==> config.mk <==
export PLATFORM = sky130hd
export DESIGN_NAME = platform_interrupt_controller_top
export DESIGN_NICKNAME = d
export VERILOG_FILES = /design/src/sv/pic_pkg.sv /design/src/sv/pic_ram.sv /design/src/sv/pic_ctrl.sv /design/src/sv/pic_dp.sv /design/src/sv/platform_interrupt_controller_top.sv
export VERILOG_INCLUDE_DIRS = /design/src /design/src/sv
export SDC_FILE = /design/constraint.sdc
export NUM_CORES = 2
export LEC_CHECK = 0
export BUFFER_PORTS_ARGS = -buffer_cell sky130_fd_sc_hd__clkbuf_2
export CAP_MARGIN = 5
export CORE_ASPECT_RATIO = 1.1
export CORE_MARGIN = 5
export CORE_UTILIZATION = 41
export DETAILED_ROUTE_END_ITERATION = 7
export MAX_ROUTING_LAYER = met4
export PLACE_DENSITY_LB_ADDON = 0.25
export SYNTH_ARGS = -nofsm -noshare
export SYNTH_HDL_FRONTEND = slang
export SYNTH_SLANG_ARGS = --single-unit
==> constraint.sdc <==
create_clock -name clock -period 27.4 [get_ports clock]
set_input_delay 2.74 -clock clock [delete_from_list [all_inputs] [get_ports clock]]
set_output_delay 2.74 -clock clock [all_outputs]
set_load 0.05 [all_outputs]
==> src/sv/platform_interrupt_controller_top_macros.svh <==
// assertion macros shared by the interrupt controller modules
// no dependencies; included by the files that carry assertions
`ifndef PLATFORM_INTERRUPT_CONTROLLER_TOP_MACROS_SVH
`define PLATFORM_INTERRUPT_CONTROLLER_TOP_MACROS_SVH

// same-cycle implication
`define PIC_ASSERT_IMPLY(lbl, clk, rst, pre, post) \
   lbl: assert property (@(posedge clk) disable iff (rst) (pre) |-> (post)) \
      else $error("pic assertion failed");

// next-cycle implication
`define PIC_ASSERT_NEXT(lbl, clk, rst, pre, post) \
   lbl: assert property (@(posedge clk) disable iff (rst) (pre) |=> (post)) \
      else $error("pic assertion failed");

`endif

==> src/sv/pic_pkg.sv <==
// types and constants for the platform interrupt controller
// no dependencies
package pic_pkg;

   localparam int ADDR_W      = 26;
   localparam int DATA_W      = 32;
   localparam int SRCN_W      = 7;
   localparam int LINES_W     = 4;
   localparam int STRIDE_W    = 17;
   localparam int COUNT_W     = 8;
   localparam int THR_W       = 3;
   localparam int ARITH_W     = 28;
   localparam int OFF_W       = 22;
   localparam int CSR_AW      = 5;
   localparam int WORD_BITS   = 32;
   localparam int CLAIM_OFFSET = 4;

   typedef enum logic [1:0] {
      OP_READ  = 2'd0,
      OP_WRITE = 2'd1,
      OP_LEVEL = 2'd2,
      OP_NOP   = 2'd3
   } op_type;

   typedef enum logic [2:0] {
      SEL_NONE = 3'd0,
      SEL_PRIO = 3'd1,
      SEL_PEND = 3'd2,
      SEL_EN   = 3'd3,
      SEL_CTX  = 3'd4
   } sel_type;

   typedef enum logic [2:0] {
      CSR_PRIO_BASE  = 3'd0,
      CSR_PEND_BASE  = 3'd1,
      CSR_EN_BASE    = 3'd2,
      CSR_EN_STRIDE  = 3'd3,
      CSR_CTX_BASE   = 3'd4,
      CSR_CTX_STRIDE = 3'd5,
      CSR_SOURCES    = 3'd6,
      CSR_HIGH_THR   = 3'd7
   } csr_type;

   typedef struct packed {
      logic [ADDR_W-1:0]   prio_base;
      logic [ADDR_W-1:0]   pend_base;
      logic [ADDR_W-1:0]   en_base;
      logic [STRIDE_W-1:0] en_stride;
      logic [ADDR_W-1:0]   ctx_base;
      logic [STRIDE_W-1:0] ctx_stride;
      logic [COUNT_W-1:0]  sources;
      logic [THR_W-1:0]    high_thr;
   } cfg_type;

   typedef struct packed {
      logic capture;
      logic decode;
      logic div_step;
      logic apply;
      logic scan_start;
      logic scan_step;
      logic claim;
      logic finish;
   } cmd_type;

   typedef struct packed {
      logic needs_div;
      logic div_done;
      logic claim_read;
      logic scan_done;
      logic out_free;
   } sts_type;

endpackage

==> src/sv/pic_ram.sv <==
// generic single-port ram with registered read
// no dependencies
module pic_ram #(
   parameter int WIDTH = 8,
   parameter int DEPTH = 128
) (
   input  logic                     clock,
   input  logic                     we,
   input  logic [$clog2(DEPTH)-1:0] addr,
   input  logic [WIDTH-1:0]         wdata,
   output logic [WIDTH-1:0]         rdata
);

   logic [WIDTH-1:0] mem [DEPTH];
   logic [WIDTH-1:0] rdata_ff;

   // write and registered read
   always_ff @(posedge clock) begin
      if (we) begin
         mem[addr] <= wdata;
      end
      rdata_ff <= mem[addr];
   end

   assign rdata = rdata_ff;

endmodule

==> src/sv/pic_ctrl.sv <==
// sequencer for the interrupt controller: decode, divide, apply, scan, claim, finish
// depends on pic_pkg and the assertion macro header
`include "platform_interrupt_controller_top_macros.svh"

module pic_ctrl import pic_pkg::*; (
   input  logic    clock,
   input  logic    reset,
   input  logic    req_valid,
   output logic    req_stall,
   input  sts_type sts,
   output cmd_type cmd
);

   typedef enum logic [7:0] {
      ST_IDLE       = 8'b0000_0001,
      ST_DECODE     = 8'b0000_0010,
      ST_DIVIDE     = 8'b0000_0100,
      ST_APPLY      = 8'b0000_1000,
      ST_SCAN_CLAIM = 8'b0001_0000,
      ST_CLAIM      = 8'b0010_0000,
      ST_SCAN_LINES = 8'b0100_0000,
      ST_FINISH     = 8'b1000_0000
   } state_type;

   state_type state_ff, state_in;

   // next state and commands
   always_comb begin
      state_in = state_ff;
      cmd      = '0;
      unique case (state_ff)
         ST_IDLE: begin
            if (req_valid) begin
               cmd.capture = 1'b1;
               state_in    = ST_DECODE;
            end
         end
         ST_DECODE: begin
            cmd.decode = 1'b1;
            state_in   = ST_DIVIDE;
         end
         ST_DIVIDE: begin
            cmd.div_step = 1'b1;
            if (!sts.needs_div || sts.div_done) begin
               state_in = ST_APPLY;
            end
         end
         ST_APPLY: begin
            cmd.apply      = 1'b1;
            cmd.scan_start = 1'b1;
            state_in       = sts.claim_read ? ST_SCAN_CLAIM : ST_SCAN_LINES;
         end
         ST_SCAN_CLAIM: begin
            cmd.scan_step = 1'b1;
            if (sts.scan_done) begin
               state_in = ST_CLAIM;
            end
         end
         ST_CLAIM: begin
            cmd.claim      = 1'b1;
            cmd.scan_start = 1'b1;
            state_in       = ST_SCAN_LINES;
         end
         ST_SCAN_LINES: begin
            cmd.scan_step = 1'b1;
            if (sts.scan_done) begin
               state_in = ST_FINISH;
            end
         end
         ST_FINISH: begin
            if (sts.out_free) begin
               cmd.finish = 1'b1;
               state_in   = ST_IDLE;
            end
         end
         default: state_in = ST_IDLE;
      endcase
   end

   // state register
   always_ff @(posedge clock) begin
      if (reset) begin
         state_ff <= ST_IDLE;
      end else begin
         state_ff <= state_in;
      end
   end

   assign req_stall = (state_ff != ST_IDLE);

   `PIC_ASSERT_NEXT(a_accept_decode, clock, reset, req_valid && !req_stall, state_ff == ST_DECODE)
   `PIC_ASSERT_IMPLY(a_finish_free, clock, reset, cmd.finish, sts.out_free)
   `PIC_ASSERT_IMPLY(a_finish_scanned, clock, reset, cmd.finish, sts.scan_done)

endmodule

==> src/sv/pic_dp.sv <==
// datapath: item registers, window decode, stride divider, stores, priority scan
// depends on pic_pkg and pic_ram
module pic_dp import pic_pkg::*; #(
   parameter int MAX_SOURCES   = 128,
   parameter int NUM_CONTEXTS  = 4,
   parameter int PRIORITY_BITS = 3
) (
   input  logic               clock,
   input  logic               reset,
   input  cfg_type            cfg,
   input  cmd_type            cmd,
   output sts_type            sts,
   input  logic [1:0]         req_opcode,
   input  logic [ADDR_W-1:0]  req_bus_address,
   input  logic [DATA_W-1:0]  req_bus_write_data,
   input  logic [SRCN_W-1:0]  req_source_number,
   input  logic               req_source_level,
   output logic               rsp_valid,
   input  logic               rsp_stall,
   output logic [DATA_W-1:0]  rsp_read_data,
   output logic               rsp_access_error,
   output logic [LINES_W-1:0] rsp_context_interrupts
);

   localparam int WORDS = (MAX_SOURCES + 31) / 32;
   localparam int BITS  = WORDS * WORD_BITS;
   localparam int WW    = (WORDS > 1) ? $clog2(WORDS) : 1;
   localparam int SRC_W = $clog2(BITS);
   localparam int NW    = $clog2(MAX_SOURCES + 1);
   localparam int CTX_W = (NUM_CONTEXTS > 1) ? $clog2(NUM_CONTEXTS) : 1;
   localparam int PB    = PRIORITY_BITS;

   // item registers
   op_type              op_ff;
   logic [ADDR_W-1:0]   addr_ff;
   logic [DATA_W-1:0]   wdata_ff;
   logic [SRCN_W-1:0]   src_ff;
   logic                lvl_ff;

   // decode and divider state
   sel_type             sel_ff, sel_d;
   logic                mis_ff;
   logic [OFF_W-1:0]    rem_ff;
   logic [STRIDE_W-1:0] div_ff;
   logic [CTX_W-1:0]    quot_ff;

   // stores
   logic [BITS-1:0]     pend_ff, claim_ff;
   logic [BITS-1:0]     en_ff [NUM_CONTEXTS];
   logic [PB-1:0]       thr_ff [NUM_CONTEXTS];
   logic [MAX_SOURCES-1:0] prio_vld_ff;

   // scan state
   logic [NW-1:0]       id_ff;
   logic                s_vld_ff;
   logic [SRC_W-1:0]    s_id_ff;
   logic [SRC_W-1:0]    best_id_ff [NUM_CONTEXTS];
   logic [PB-1:0]       best_p_ff [NUM_CONTEXTS];

   // read path and result
   logic                prd_ff, ram_vld_ff;
   logic [DATA_W-1:0]   rd_ff;
   logic                err_ff;
   logic                rsp_valid_ff;
   logic [DATA_W-1:0]   rsp_read_data_ff;
   logic                rsp_access_error_ff;
   logic [LINES_W-1:0]  rsp_lines_ff;

   // source count in use
   logic [31:0]         n32, words32;
   logic [NW-1:0]       n_used;
   assign n32     = (32'(cfg.sources) > 32'(MAX_SOURCES)) ? 32'(MAX_SOURCES)
                                                           : 32'(cfg.sources);
   assign n_used  = NW'(n32);
   assign words32 = (n32 + 32'd31) >> 5;

   // window compares
   logic [ARITH_W-1:0] a, prio_lo, pend_lo, en_lo, ctx_lo;
   logic               hit_prio, hit_pend, hit_en, hit_ctx, misaligned;
   assign a       = ARITH_W'(addr_ff);
   assign prio_lo = ARITH_W'(cfg.prio_base);
   assign pend_lo = ARITH_W'(cfg.pend_base);
   assign en_lo   = ARITH_W'(cfg.en_base);
   assign ctx_lo  = ARITH_W'(cfg.ctx_base);
   assign misaligned = (addr_ff[1:0] != 2'b00);
   assign hit_prio = (n32 != 32'd0) && (a >= prio_lo)
                  && (a < prio_lo + ARITH_W'((n32 - 32'd1) << 2));
   assign hit_pend = (a >= pend_lo) && (a < pend_lo + ARITH_W'(words32 << 2));
   assign hit_en   = (cfg.en_stride != '0) && (a >= en_lo)
                  && (a < en_lo + ARITH_W'(NUM_CONTEXTS) * ARITH_W'(cfg.en_stride));
   assign hit_ctx  = (cfg.ctx_stride != '0) && (a >= ctx_lo)
                  && (a < ctx_lo + ARITH_W'(NUM_CONTEXTS) * ARITH_W'(cfg.ctx_stride));

   // first matching window wins
   always_comb begin
      if (misaligned) sel_d = SEL_NONE;
      else if (hit_prio) sel_d = SEL_PRIO;
      else if (hit_pend) sel_d = SEL_PEND;
      else if (hit_en) sel_d = SEL_EN;
      else if (hit_ctx) sel_d = SEL_CTX;
      else sel_d = SEL_NONE;
   end

   // apply-time decode
   logic              is_wr, is_bus, en_ok, thr_reg, claim_reg, mapped, err_d;
   logic [SRC_W-1:0]  prio_id;
   logic [WW-1:0]     pend_w, en_w;
   logic [31:0]       en_w32;
   logic [DATA_W-1:0] rd_d;
   assign is_wr     = (op_ff == OP_WRITE);
   assign is_bus    = (op_ff == OP_READ) || is_wr;
   assign prio_id   = SRC_W'(((a - prio_lo) >> 2) + ARITH_W'(1));
   assign pend_w    = WW'((a - pend_lo) >> 2);
   assign en_w32    = 32'(rem_ff >> 2);
   assign en_ok     = (en_w32 < words32);
   assign en_w      = WW'(en_w32);
   assign thr_reg   = (rem_ff == '0);
   assign claim_reg = (rem_ff == OFF_W'(CLAIM_OFFSET));
   assign mapped    = (sel_ff == SEL_PRIO) || (sel_ff == SEL_PEND)
                   || ((sel_ff == SEL_EN) && en_ok)
                   || ((sel_ff == SEL_CTX) && (thr_reg || claim_reg));
   assign err_d     = is_bus && (mis_ff || !mapped || ((sel_ff == SEL_PEND) && is_wr));

   // bus read data from flop stores
   always_comb begin
      case (sel_ff)
         SEL_PEND: rd_d = pend_ff[{pend_w, 5'd0} +: WORD_BITS];
         SEL_EN:   rd_d = en_ff[quot_ff][{en_w, 5'd0} +: WORD_BITS];
         SEL_CTX:  rd_d = thr_reg ? DATA_W'(thr_ff[quot_ff]) : '0;
         default:  rd_d = '0;
      endcase
   end

   // priority ram
   logic                     ram_we;
   logic [SRC_W-1:0]         ram_addr;
   logic [PB-1:0]            ram_q;
   logic [PB-1:0]            s_prio;
   assign ram_we   = cmd.apply && is_wr && (sel_ff == SEL_PRIO);
   assign ram_addr = cmd.scan_step ? id_ff[SRC_W-1:0] : prio_id;
   assign s_prio   = ram_vld_ff ? ram_q : '0;

   pic_ram #(.WIDTH(PB), .DEPTH(MAX_SOURCES)) u_prio_ram (
      .clock (clock),
      .we    (ram_we),
      .addr  (ram_addr),
      .wdata (wdata_ff[PB-1:0]),
      .rdata (ram_q)
   );

   // item capture, decode and divider
   always_ff @(posedge clock) begin
      if (cmd.capture) begin
         op_ff    <= op_type'(req_opcode);
         addr_ff  <= req_bus_address;
         wdata_ff <= req_bus_write_data;
         src_ff   <= req_source_number;
         lvl_ff   <= req_source_level;
      end
      if (cmd.decode) begin
         sel_ff  <= is_bus ? sel_d : SEL_NONE;
         mis_ff  <= misaligned;
         quot_ff <= '0;
         if (sel_d == SEL_EN) begin
            rem_ff <= OFF_W'(a - en_lo);
            div_ff <= cfg.en_stride;
         end else begin
            rem_ff <= OFF_W'(a - ctx_lo);
            div_ff <= cfg.ctx_stride;
         end
      end else if (cmd.div_step && (rem_ff >= OFF_W'(div_ff))) begin
         rem_ff  <= rem_ff - OFF_W'(div_ff);
         quot_ff <= quot_ff + CTX_W'(1);
      end
   end

   // stores, read data and claim
   always_ff @(posedge clock) begin
      if (reset) begin
         pend_ff     <= '0;
         claim_ff    <= '0;
         prio_vld_ff <= '0;
         prd_ff      <= 1'b0;
         for (int c = 0; c < NUM_CONTEXTS; c++) begin
            en_ff[c]  <= '0;
            thr_ff[c] <= '0;
         end
      end else begin
         prd_ff <= cmd.apply && (op_ff == OP_READ) && (sel_ff == SEL_PRIO) && !err_d;
         if (ram_we) begin
            prio_vld_ff[prio_id] <= 1'b1;
         end
         if (cmd.apply) begin
            if ((op_ff == OP_LEVEL) && (32'(src_ff) >= 32'd1) && (32'(src_ff) < n32)) begin
               pend_ff[SRC_W'(src_ff)] <= lvl_ff;
            end
            if (is_wr && (sel_ff == SEL_EN) && en_ok) begin
               en_ff[quot_ff][{en_w, 5'd0} +: WORD_BITS] <= wdata_ff;
            end
            if (is_wr && (sel_ff == SEL_CTX) && thr_reg
                && (wdata_ff <= DATA_W'(cfg.high_thr))) begin
               thr_ff[quot_ff] <= wdata_ff[PB-1:0];
            end
            if (is_wr && (sel_ff == SEL_CTX) && claim_reg && (wdata_ff < n32)) begin
               claim_ff[SRC_W'(wdata_ff)] <= 1'b0;
            end
         end
         if (cmd.claim && (best_id_ff[quot_ff] != '0)) begin
            pend_ff[best_id_ff[quot_ff]]  <= 1'b0;
            claim_ff[best_id_ff[quot_ff]] <= 1'b1;
         end
      end
   end

   // result data and error
   always_ff @(posedge clock) begin
      if (cmd.apply) begin
         err_ff <= err_d;
         rd_ff  <= (is_bus && !is_wr && !err_d) ? rd_d : '0;
      end else if (prd_ff) begin
         rd_ff <= DATA_W'(s_prio);
      end else if (cmd.claim) begin
         rd_ff <= DATA_W'(best_id_ff[quot_ff]);
      end
      ram_vld_ff <= prio_vld_ff[ram_addr];
   end

   // priority scan: one source a cycle, all contexts side by side
   always_ff @(posedge clock) begin
      if (reset) begin
         s_vld_ff <= 1'b0;
         id_ff    <= '0;
      end else if (cmd.scan_start) begin
         s_vld_ff <= 1'b0;
         id_ff    <= NW'(1);
      end else begin
         s_vld_ff <= cmd.scan_step && (id_ff < n_used);
         if (cmd.scan_step && (id_ff < n_used)) begin
            id_ff <= id_ff + NW'(1);
         end
      end
      s_id_ff <= id_ff[SRC_W-1:0];
      for (int c = 0; c < NUM_CONTEXTS; c++) begin
         if (cmd.scan_start) begin
            best_id_ff[c] <= '0;
            best_p_ff[c]  <= '0;
         end else if (s_vld_ff && pend_ff[s_id_ff] && !claim_ff[s_id_ff]
                      && en_ff[c][s_id_ff] && (s_prio > thr_ff[c])
                      && (s_prio > best_p_ff[c])) begin
            best_id_ff[c] <= s_id_ff;
            best_p_ff[c]  <= s_prio;
         end
      end
   end

   // output register
   always_ff @(posedge clock) begin
      if (reset) begin
         rsp_valid_ff <= 1'b0;
      end else if (cmd.finish) begin
         rsp_valid_ff <= 1'b1;
      end else if (!rsp_stall) begin
         rsp_valid_ff <= 1'b0;
      end
      if (cmd.finish) begin
         rsp_read_data_ff    <= rd_ff;
         rsp_access_error_ff <= err_ff;
         for (int c = 0; c < LINES_W; c++) begin
            rsp_lines_ff[c] <= (c < NUM_CONTEXTS) ? (best_id_ff[c % NUM_CONTEXTS] != '0)
                                                  : 1'b0;
         end
      end
   end

   assign rsp_valid              = rsp_valid_ff;
   assign rsp_read_data          = rsp_read_data_ff;
   assign rsp_access_error       = rsp_access_error_ff;
   assign rsp_context_interrupts = rsp_lines_ff;

   // status to sequencer
   assign sts.needs_div  = (sel_ff == SEL_EN) || (sel_ff == SEL_CTX);
   assign sts.div_done   = (rem_ff < OFF_W'(div_ff));
   assign sts.claim_read = (op_ff == OP_READ) && (sel_ff == SEL_CTX) && claim_reg && !err_d;
   assign sts.scan_done  = !(id_ff < n_used) && !s_vld_ff;
   assign sts.out_free   = !rsp_valid_ff || !rsp_stall;

endmodule

==> src/sv/platform_interrupt_controller_top.sv <==
// top level of the platform interrupt controller: register port, sequencer, datapath
// depends on pic_pkg, pic_ctrl, pic_dp
//
//   channel  direction  handshake            payload
//   req      in         req_valid/req_stall  opcode, address, write data, source, level
//   rsp      out        rsp_valid/rsp_stall  read data, access error, context lines
//   csr      in         apb psel/penable     8 registers at 4-byte spacing
//
// one transaction at a time: accept, decode, divide, apply, one scan over the sources in use,
// finish; a claim read adds a claim step and a second scan
// the sources are scanned one per cycle through the priority ram port
// reset is synchronous and clears all stores; finish waits while the last result is stalled
// a stalled result holds in its register while the next transaction is accepted
module platform_interrupt_controller_top import pic_pkg::*; #(
   parameter int MAX_SOURCES   = 128,
   parameter int NUM_CONTEXTS  = 4,
   parameter int PRIORITY_BITS = 3
) (
   input  logic               clock,
   input  logic               reset,
   input  logic               req_valid,
   output logic               req_stall,
   input  logic [1:0]         req_opcode,
   input  logic [ADDR_W-1:0]  req_bus_address,
   input  logic [DATA_W-1:0]  req_bus_write_data,
   input  logic [SRCN_W-1:0]  req_source_number,
   input  logic               req_source_level,
   output logic               rsp_valid,
   input  logic               rsp_stall,
   output logic [DATA_W-1:0]  rsp_read_data,
   output logic               rsp_access_error,
   output logic [LINES_W-1:0] rsp_context_interrupts,
   input  logic               csr_psel,
   input  logic               csr_penable,
   input  logic               csr_pwrite,
   input  logic [CSR_AW-1:0]  csr_paddr,
   input  logic [DATA_W-1:0]  csr_pwdata,
   output logic [DATA_W-1:0]  csr_prdata,
   output logic               csr_pready
);

   cfg_type cfg_ff;
   csr_type csr_idx;
   cmd_type cmd;
   sts_type sts;

   assign csr_idx    = csr_type'(csr_paddr[4:2]);
   assign csr_pready = 1'b1;

   // configuration registers
   always_ff @(posedge clock) begin
      if (reset) begin
         cfg_ff.prio_base  <= ADDR_W'(4);
         cfg_ff.pend_base  <= ADDR_W'(4096);
         cfg_ff.en_base    <= ADDR_W'(8192);
         cfg_ff.en_stride  <= STRIDE_W'(128);
         cfg_ff.ctx_base   <= ADDR_W'(2097152);
         cfg_ff.ctx_stride <= STRIDE_W'(4096);
         cfg_ff.sources    <= COUNT_W'(128);
         cfg_ff.high_thr   <= THR_W'(7);
      end else if (csr_psel && csr_penable && csr_pwrite) begin
         unique case (csr_idx)
            CSR_PRIO_BASE:  cfg_ff.prio_base  <= csr_pwdata[ADDR_W-1:0];
            CSR_PEND_BASE:  cfg_ff.pend_base  <= csr_pwdata[ADDR_W-1:0];
            CSR_EN_BASE:    cfg_ff.en_base    <= csr_pwdata[ADDR_W-1:0];
            CSR_EN_STRIDE:  cfg_ff.en_stride  <= csr_pwdata[STRIDE_W-1:0];
            CSR_CTX_BASE:   cfg_ff.ctx_base   <= csr_pwdata[ADDR_W-1:0];
            CSR_CTX_STRIDE: cfg_ff.ctx_stride <= csr_pwdata[STRIDE_W-1:0];
            CSR_SOURCES:    cfg_ff.sources    <= csr_pwdata[COUNT_W-1:0];
            CSR_HIGH_THR:   cfg_ff.high_thr   <= csr_pwdata[THR_W-1:0];
            default: ;
         endcase
      end
   end

   // register read
   always_comb begin
      unique case (csr_idx)
         CSR_PRIO_BASE:  csr_prdata = DATA_W'(cfg_ff.prio_base);
         CSR_PEND_BASE:  csr_prdata = DATA_W'(cfg_ff.pend_base);
         CSR_EN_BASE:    csr_prdata = DATA_W'(cfg_ff.en_base);
         CSR_EN_STRIDE:  csr_prdata = DATA_W'(cfg_ff.en_stride);
         CSR_CTX_BASE:   csr_prdata = DATA_W'(cfg_ff.ctx_base);
         CSR_CTX_STRIDE: csr_prdata = DATA_W'(cfg_ff.ctx_stride);
         CSR_SOURCES:    csr_prdata = DATA_W'(cfg_ff.sources);
         CSR_HIGH_THR:   csr_prdata = DATA_W'(cfg_ff.high_thr);
         default:        csr_prdata = '0;
      endcase
   end

   pic_ctrl u_ctrl (
      .clock     (clock),
      .reset     (reset),
      .req_valid (req_valid),
      .req_stall (req_stall),
      .sts       (sts),
      .cmd       (cmd)
   );

   pic_dp #(
      .MAX_SOURCES   (MAX_SOURCES),
      .NUM_CONTEXTS  (NUM_CONTEXTS),
      .PRIORITY_BITS (PRIORITY_BITS)
   ) u_dp (
      .clock                  (clock),
      .reset                  (reset),
      .cfg                    (cfg_ff),
      .cmd                    (cmd),
      .sts                    (sts),
      .req_opcode             (req_opcode),
      .req_bus_address        (req_bus_address),
      .req_bus_write_data     (req_bus_write_data),
      .req_source_number      (req_source_number),
      .req_source_level       (req_source_level),
      .rsp_valid              (rsp_valid),
      .rsp_stall              (rsp_stall),
      .rsp_read_data          (rsp_read_data),
      .rsp_access_error       (rsp_access_error),
      .rsp_context_interrupts (rsp_context_interrupts)
   );

endmodule

### Word level (Yosys, flattened, before mapping)

Memories as Yosys holds them, arrays and structs flattened. A register that Yosys moved wholly into a read port is not among the register bits.
Index checks and enable logic that the tools add are counted.

* add/subtract/negate cells: 15
* magnitude comparators: 35
* eq/ne operators: 30
* shift operators: 4
* mux-type cells: 117
* bitwise logic cells: 14
* reductions and logical operators: 102

Operators by type and width (number)
* $mux W128: 11
* $and A128 B128 Y128: 2
* $not A128 Y128: 2
* $or A128 B128 Y128: 2
* $pmux W32 S8: 1
* $shiftx A128 B8 Y32: 2
* $bwmux W128: 1
* $mux W32: 4
* $reduce_or A128 Y1: 1
* $shift A32 B9 Y128 const A: 1
* $shiftx A32 B9 Y128: 1
* $ge A26 B26 Y1: 4
* $pmux W32 S3: 1
* $mux W22: 3
* $pmux W8 S8: 1
* $add A26 B28 Y28: 2
* $lt A26 B28 Y1: 2
* $add A26 B19 Y27: 2
* $logic_and A1 B1 Y1: 54
* $lt A26 B27 Y1: 2
* $mux W1: 51
* $bmux W1 S7: 7
* $lt A7 B8 Y1 const B: 6
* $mux W8: 6
* other kinds (57): 148

* flip-flop bits (word level): 743
* memory bits (writable): 948
* input bits: 112
* output and inout port bits: 72
* word-level logic and storage cells: 356
* memories kept: 5

Memory list
* u_dp.en_ff: depth 4, width 128, rd ports 5, clocked after Yosys merged registers in 1, write ports 4, RTL line pic_dp.sv:49 `logic [BITS-1:0] en_ff [NUM_CONTEXTS];`
* u_dp.u_prio_ram.mem: depth 128, width 3, rd ports 1, clocked after Yosys merged registers in 1, write ports 1, RTL line pic_ram.sv:14 `logic [WIDTH-1:0] mem [DEPTH];`
* u_dp.best_id_ff: depth 4, width 7, rd ports 5, clocked after Yosys merged registers in 1, write ports 4, RTL line pic_dp.sv:57 `logic [SRC_W-1:0] best_id_ff [NUM_CONTEXTS];`
* u_dp.best_p_ff: depth 4, width 3, rd ports 4, clocked after Yosys merged registers in 0, write ports 4, RTL line pic_dp.sv:58 `logic [PB-1:0] best_p_ff [NUM_CONTEXTS];`
* u_dp.thr_ff: depth 4, width 3, rd ports 5, clocked after Yosys merged registers in 1, write ports 4, RTL line pic_dp.sv:50 `logic [PB-1:0] thr_ff [NUM_CONTEXTS];`

### Depth between registers and ports, before layout

* word-level depth: 15
* mapped depth: 45
* gate-level depth less buffers: 41

### Hierarchy

Synthesis repeated with hierarchy kept, for this count alone.

* cell total of the unflattened synthesis: 8034
* area total of the unflattened synthesis: 89727.3 µm²

Modules (own cells, without submodules)
* pic_dp: instances 1, cells each 6050, area an instance 66754.0 µm², seq. area each 30519.3 µm²
* pic_ram: instances 1, cells each 1031, area an instance 15817.7 µm², seq. area each 11591.1 µm²
* platform_interrupt_controller_top: instances 1, cells each 892, area an instance 6632.6 µm², seq. area each 2982.9 µm²
* pic_ctrl: instances 1, cells each 61, area an instance 523.0 µm², seq. area each 160.2 µm²

### Least setup slack after synthesis

No wires, ideal clock.

* path kind: register to register
* start: reg cfg_ff[10] (netlist name)
* end: reg u_dp.rem_ff[21], data pin
* setup time: 0.264 ns
* arrival time: 8.449 ns
* data required time: 27.136 ns
* slack: 18.687 ns
* stages on the path, launching flop included: 45
* buffers on the path: 5
* period minus slack after synthesis: 8.713 ns
* cell sequence: dfxtp_1 > clkbuf_1 > clkinv_1 > nand2_1 > ha_1 > clkbuf_1 > and3_1 > o21ai_0 > ha_1 > o21a_1 > o21ai_0 > a31o_2 > a21oi_1 > a211oi_1 > o21ai_0 > a21oi_1 > nor2b_1 > o21a_1 > [... 9 more ...] > a211o_1 > and4bb_1 > buf_2 > buf_2 > buf_2 > a21oi_1 > ha_1 > nor2b_1 > o21a_1 > o21ai_0 > a21oi_1 > a2111oi_0 > o31ai_1 > a31oi_1 > or3b_2 > a21oi_1 > a21bo_2 > nand3_1

* longest elaborated chain between the ends: 12
* elaborated cells on any way between the ends: 18
* classes of those cells: add/sub: 4; order compare: 3; eq/ne: 1; mux: 6; reduce/logical: 4

Ends and longest elaborated chain
* from (decl): RTL line platform_interrupt_controller_top.sv:42 `cfg_type cfg_ff;`
* $gt A8 B8 Y1: RTL line pic_dp.sv:72 `assign n32 = (32'(cfg.sources) > 32'(MAX_SOURCES)) ? 32'(MAX_SOURCES)`
* $mux W8 (*): RTL line pic_dp.sv:72
* $add A32 B5 Y32: RTL line pic_dp.sv:75 `assign words32 = (n32 + 32'd31) >> 5;`
* $add A26 B28 Y28: RTL line pic_dp.sv:88 `assign hit_pend = (a >= pend_lo) && (a < pend_lo + ARITH_W'(words32 << 2));`
* $lt A26 B28 Y1: RTL line pic_dp.sv:88
* $logic_and A1 B1 Y1: RTL line pic_dp.sv:88
* $mux W3: RTL line pic_dp.sv:98 `else if (hit_pend) sel_d = SEL_PEND;`
* $mux W3 (*): RTL line pic_dp.sv:97 `else if (hit_prio) sel_d = SEL_PRIO;`
* $mux W3 (*): RTL line pic_dp.sv:96 `if (misaligned) sel_d = SEL_NONE;`
* $eq A3 B2 Y1 (*): RTL line pic_dp.sv:164 `if (sel_d == SEL_EN) begin`
* $mux W22 (*): RTL line pic_dp.sv:164
* $mux W22 (*): RTL line pic_dp.sv:160 `if (cmd.decode) begin`
* to (signal assigned): RTL line pic_dp.sv:165 `rem_ff <= OFF_W'(a - en_lo);`
* to (signal assigned): RTL line pic_dp.sv:168 `rem_ff <= OFF_W'(a - ctx_lo);`
* to (signal assigned): RTL line pic_dp.sv:172 `rem_ff <= rem_ff - OFF_W'(div_ff);`
* to (decl): RTL line pic_dp.sv:43 `logic [OFF_W-1:0] rem_ff;`

Every way passes the cells marked *; elsewhere a longest branch is shown, timed or not.
A chain may end at the register's enable or synchronous reset.

### Worst setup path in the final report

Ends and elaborated chain as after synthesis.

==> results.toml <==
[die]
start_util_pct = 41.2
core_area_sq_mm = 0.214
num_rows = 178
ios = 184
die-area_sq_mm = 0.224
die_h_um = 496
die_w_um = 452

[worst_setup_path]
cp.required_ns = 27.95
worst_path_max_delay_cell = "dfxtp_1"
crit_type = "reg2reg"
crit_path_max_fanout = 60
end_kind = "register"
cp-start-kind = "register"
reg2reg_from = "cfg_ff[10]$_SDFFE_PP1P_"
cp_common_cell = "o21ai_0"
slowest_delay_ns = 0.76
crit_arrival_ns = 12.22
regToRegEndpoint = "u_dp.rem_ff[21]$_DFFE_PP_"
r2r_slack_ns = 15.72
reg2reg_depth = 39

[power_and_ir_drop]
power.switching_w = 0.00256
p_seq_share_pct = 40.4
intPower_w = 0.00493
peakVddDrop_v = 0.0000852
switching_share_pct = 34.2
pwr-share-comb_pct = 26.3
clock_power_share_pct = 33.3
leakage_nw = 32.9
p_per_area_mw_per_mm2 = 76.7

[route]
ant_nets = 0
first_pass_iters = 8
vias = 67480
wire_per_inst_um = 27.7
route.detailed.drc = 0
totalWireLength_mm = 300
first_iter_violations = 8208
vias_per_cell = 6.22

[sta]
slew_violations = 0
fin_skew_ns = 0.0581
whs_ns = 0.418
fmax_ghz = 0.0857
worst_pin_slew_ns = 1.32
finalCritPeriodShare_pct = 42.6
final.setup.tns_ns = 0
post-route-min-period_ns = 11.68
max_slew_margin_pct = 12.0
setup_viol_count_final = 0
setup_slack_ns = 15.72
rsz0062_at_grt = "no"
hold_violations = 0

[global_routing]
track_usage_pct = 26.8
grt_pass1_vias = 65646
grt_start_max_net_pins = 129
grt_pass1_wl_mm = 439
antenna_found_initial = 12
overflow = 0

[clock_network]
root_buffer = "clkbuf_16"
clkLatencyLatePin_ns = 0.87
cts_resized = 0
cts_tree = "done"
ctsHoldBuffers = 0
cts_buffer_depth = 3
htree_levels = 4
clk_pin_slew_worst_paths_ns = 0.06
cts_buffers = 181
cts_setup_buffers = 0
clock_sinks = 1696

[place]
hpwl_mm = 207
dp_worst_setup_slack_ns = 15.88
place_congestion = 0.926
io_buffers = 168

[status]
status = "completed"

[final_layout]
layout-drive-gt1-share_pct = 14.0
nFillCells = 19544
final_nets = 8379
syn_to_final_growth_pct = 10.9
utilization_pct = 45.7

[hold_path]
hold-path-endpoint = "u_dp.rsp_read_data[27]$_DFFE_PP_"
hold_path_depth = 0
holdCritPathClass = "reg2reg"
hold_start = "u_dp.rd_ff[27]$_SDFFCE_PN0P_"

[synthesis]
synthTopCellsByArea = "edfxtp_1 (39%), dfxtp_1 (13%), mux4_2 (9.6%), ha_1 (5.1%), a21oi_1 (3.6%)"
synth_top_area_share_pct = 38.5
ys_types = 107
yosys_warnings = 0
synth.avg_cell_area_sq_um = 11.1
synth.ff_latch_count = 1696
ys_seq_area_share_pct = 51.4
post-synth-top-count-cell = "edfxtp_1"
ys_top_cells_by_count = "edfxtp_1 (1,129), nor2_1 (817), nand2_1 (731), a21oi_1 (640), dfxtp_1 (567)"
synth_edf_count = 1129
synthCells = 7913
synth_ff_type = "edfxtp_1"
synth_area_sq_mm = 0.0880
synth_largest_area_cell = "edfxtp_1"
async_reset_ff_share_pct = 0

[flow_run]
max_cap_violations = 0
-- routing by layer --
layer  track usage, %  vias to the layer above  wire (um)
li1                 -                    29682          -
met1             34.6                    33667     119000
met2             42.8                     3518     142000
met3             3.78                      613      24900
met4             10.9                        0      14200
met5                -                        -          0
-- metrics by stage --
| stage | area, sq um | instances | power (W) |
|---|---|---|---|
| after global routing | 97600 | 10851 | 0.00774 |
| final | 97600 | 10855 | 0.00749 |
| after floorplan | 88000 | 7920 | 0.00422 |
| after detailed placement | 91600 | 10509 | 0.00502 |
| after CTS | 97600 | 10845 | 0.00750 |
| after global placement | 91600 | 10509 | 0.00499 |
-- worst max-delay path: cells and delay by family, from the launching register on --
family | cells | cell delay, ns
AO/OA/AOI/OAI | 18 | 4.71
buffers and inverters | 2 | 0.97
flip-flops | 1 | 0.76
XOR/XNOR | 1 | 0.14
adder cells (fa/ha/maj) | 4 | 1.39
multiplexers | 1 | 0.42
AND/OR/NAND/NOR | 13 | 2.92
-- flip-flops by register name, summed over array words and instances, names as in the netlist, 17 cells and up, named ones only --
register / count
u_dp.u_prio_ram.mem: 384
u_dp.best_id_ff: 28
u_dp.rsp_read_data: 32
u_dp.en_ff: 512
u_dp.addr_ff: 26
u_dp.rd_ff: 32
u_dp.wdata_ff: 32
u_dp.claim_ff: 128
u_dp.rem_ff: 22
u_dp.prio_vld_ff: 128
u_dp.div_ff: 17
u_dp.pend_ff: 128
cfg_ff: 149
-- power groups by stage --
stage / clock network (W) / logic, W / registers (W)
final: 0.00249 / 0.00197 / 0.00303
after global routing: 0.00263 / 0.00208 / 0.00303
after CTS: 0.00253 / 0.00195 / 0.00302
after detailed placement: 0 / 0.00194 / 0.00308
after global placement: 0 / 0.00192 / 0.00307
after floorplan: 0 / 0.00123 / 0.00299
-- worst max-delay path by stage --
stage | from | end | cells after the start | slack [ns]
after global routing | cfg_ff[10]$_SDFFE_PP1P_ | u_dp.rem_ff[21]$_DFFE_PP_ | 39 | 14.88
after global placement | cfg_ff[10]$_SDFFE_PP1P_ | u_dp.rem_ff[21]$_DFFE_PP_ | 40 | 15.86
after floorplan | cfg_ff[10]$_SDFFE_PP1P_ | u_dp.rem_ff[21]$_DFFE_PP_ | 44 | 18.69
after CTS | cfg_ff[10]$_SDFFE_PP1P_ | u_dp.rem_ff[21]$_DFFE_PP_ | 40 | 15.79
after detailed placement | cfg_ff[10]$_SDFFE_PP1P_ | u_dp.rem_ff[21]$_DFFE_PP_ | 40 | 15.88
final | cfg_ff[10]$_SDFFE_PP1P_ | u_dp.rem_ff[21]$_DFFE_PP_ | 39 | 15.72
-- cells in the final DEF (no fill, tap or decap), types with 24 or more instances in the layout --
| cell | count |
|---|---|
| mux2i_1 | 98 |
| clkbuf_16 | 184 |
| xor2_1 | 51 |
| dfxtp_1 | 561 |
| inv_1 | 263 |
| ha_1 | 358 |
| a311oi_1 | 42 |
| mux4_2 | 374 |
| o22ai_1 | 40 |
| nand3_1 | 194 |
| a22oi_1 | 104 |
| clkbuf_1 | 43 |
| nor2_1 | 800 |
| a211oi_1 | 54 |
| buf_4 | 165 |
| and3_1 | 119 |
| a21oi_1 | 638 |
| clkbuf_2 | 167 |
| xnor2_1 | 78 |
| edfxtp_1 | 1129 |
| and2_1 | 248 |
| nor3b_1 | 73 |
| clkinv_2 | 30 |
| o21a_1 | 48 |
| a222oi_1 | 24 |
| nor3_1 | 69 |
| a22o_1 | 31 |
| mux2_2 | 25 |
| o21ai_0 | 368 |
| a221oi_1 | 159 |
| a31oi_1 | 73 |
| nand2b_1 | 46 |
| a21o_1 | 75 |
| nand4_1 | 58 |
| nor2b_1 | 42 |
| nor4_1 | 44 |
| nand2_1 | 731 |
-- cell families after synthesis --
group           after synthesis  synth area share, %
compound gates             1832                 13.2
xor+xnor                    133                 1.37
fa+ha+maj                   364                 5.23
buf+inv                     802                 3.71
flops                      1696                 51.4
mux                         500                 11.0
other cells                   2              0.00853
simple gates               2584                 14.1
-- layout make-up --
type | instances | area, sq um | share of cell area (%)
clock inverters | 98 | 1040 | 1.07
repair buffers | 334 | 2110 | 2.16
well taps | 2790 | 3490 | 3.58
inverters | 268 | 1010 | 1.03
diodes | 9 | 22.5 | 0.0231
flip-flops and latches | 1696 | 45300 | 46.4
clock buffers | 238 | 4920 | 5.04
multi-input cells | 5422 | 39800 | 40.7
Power figures use the tool's default switching activity.
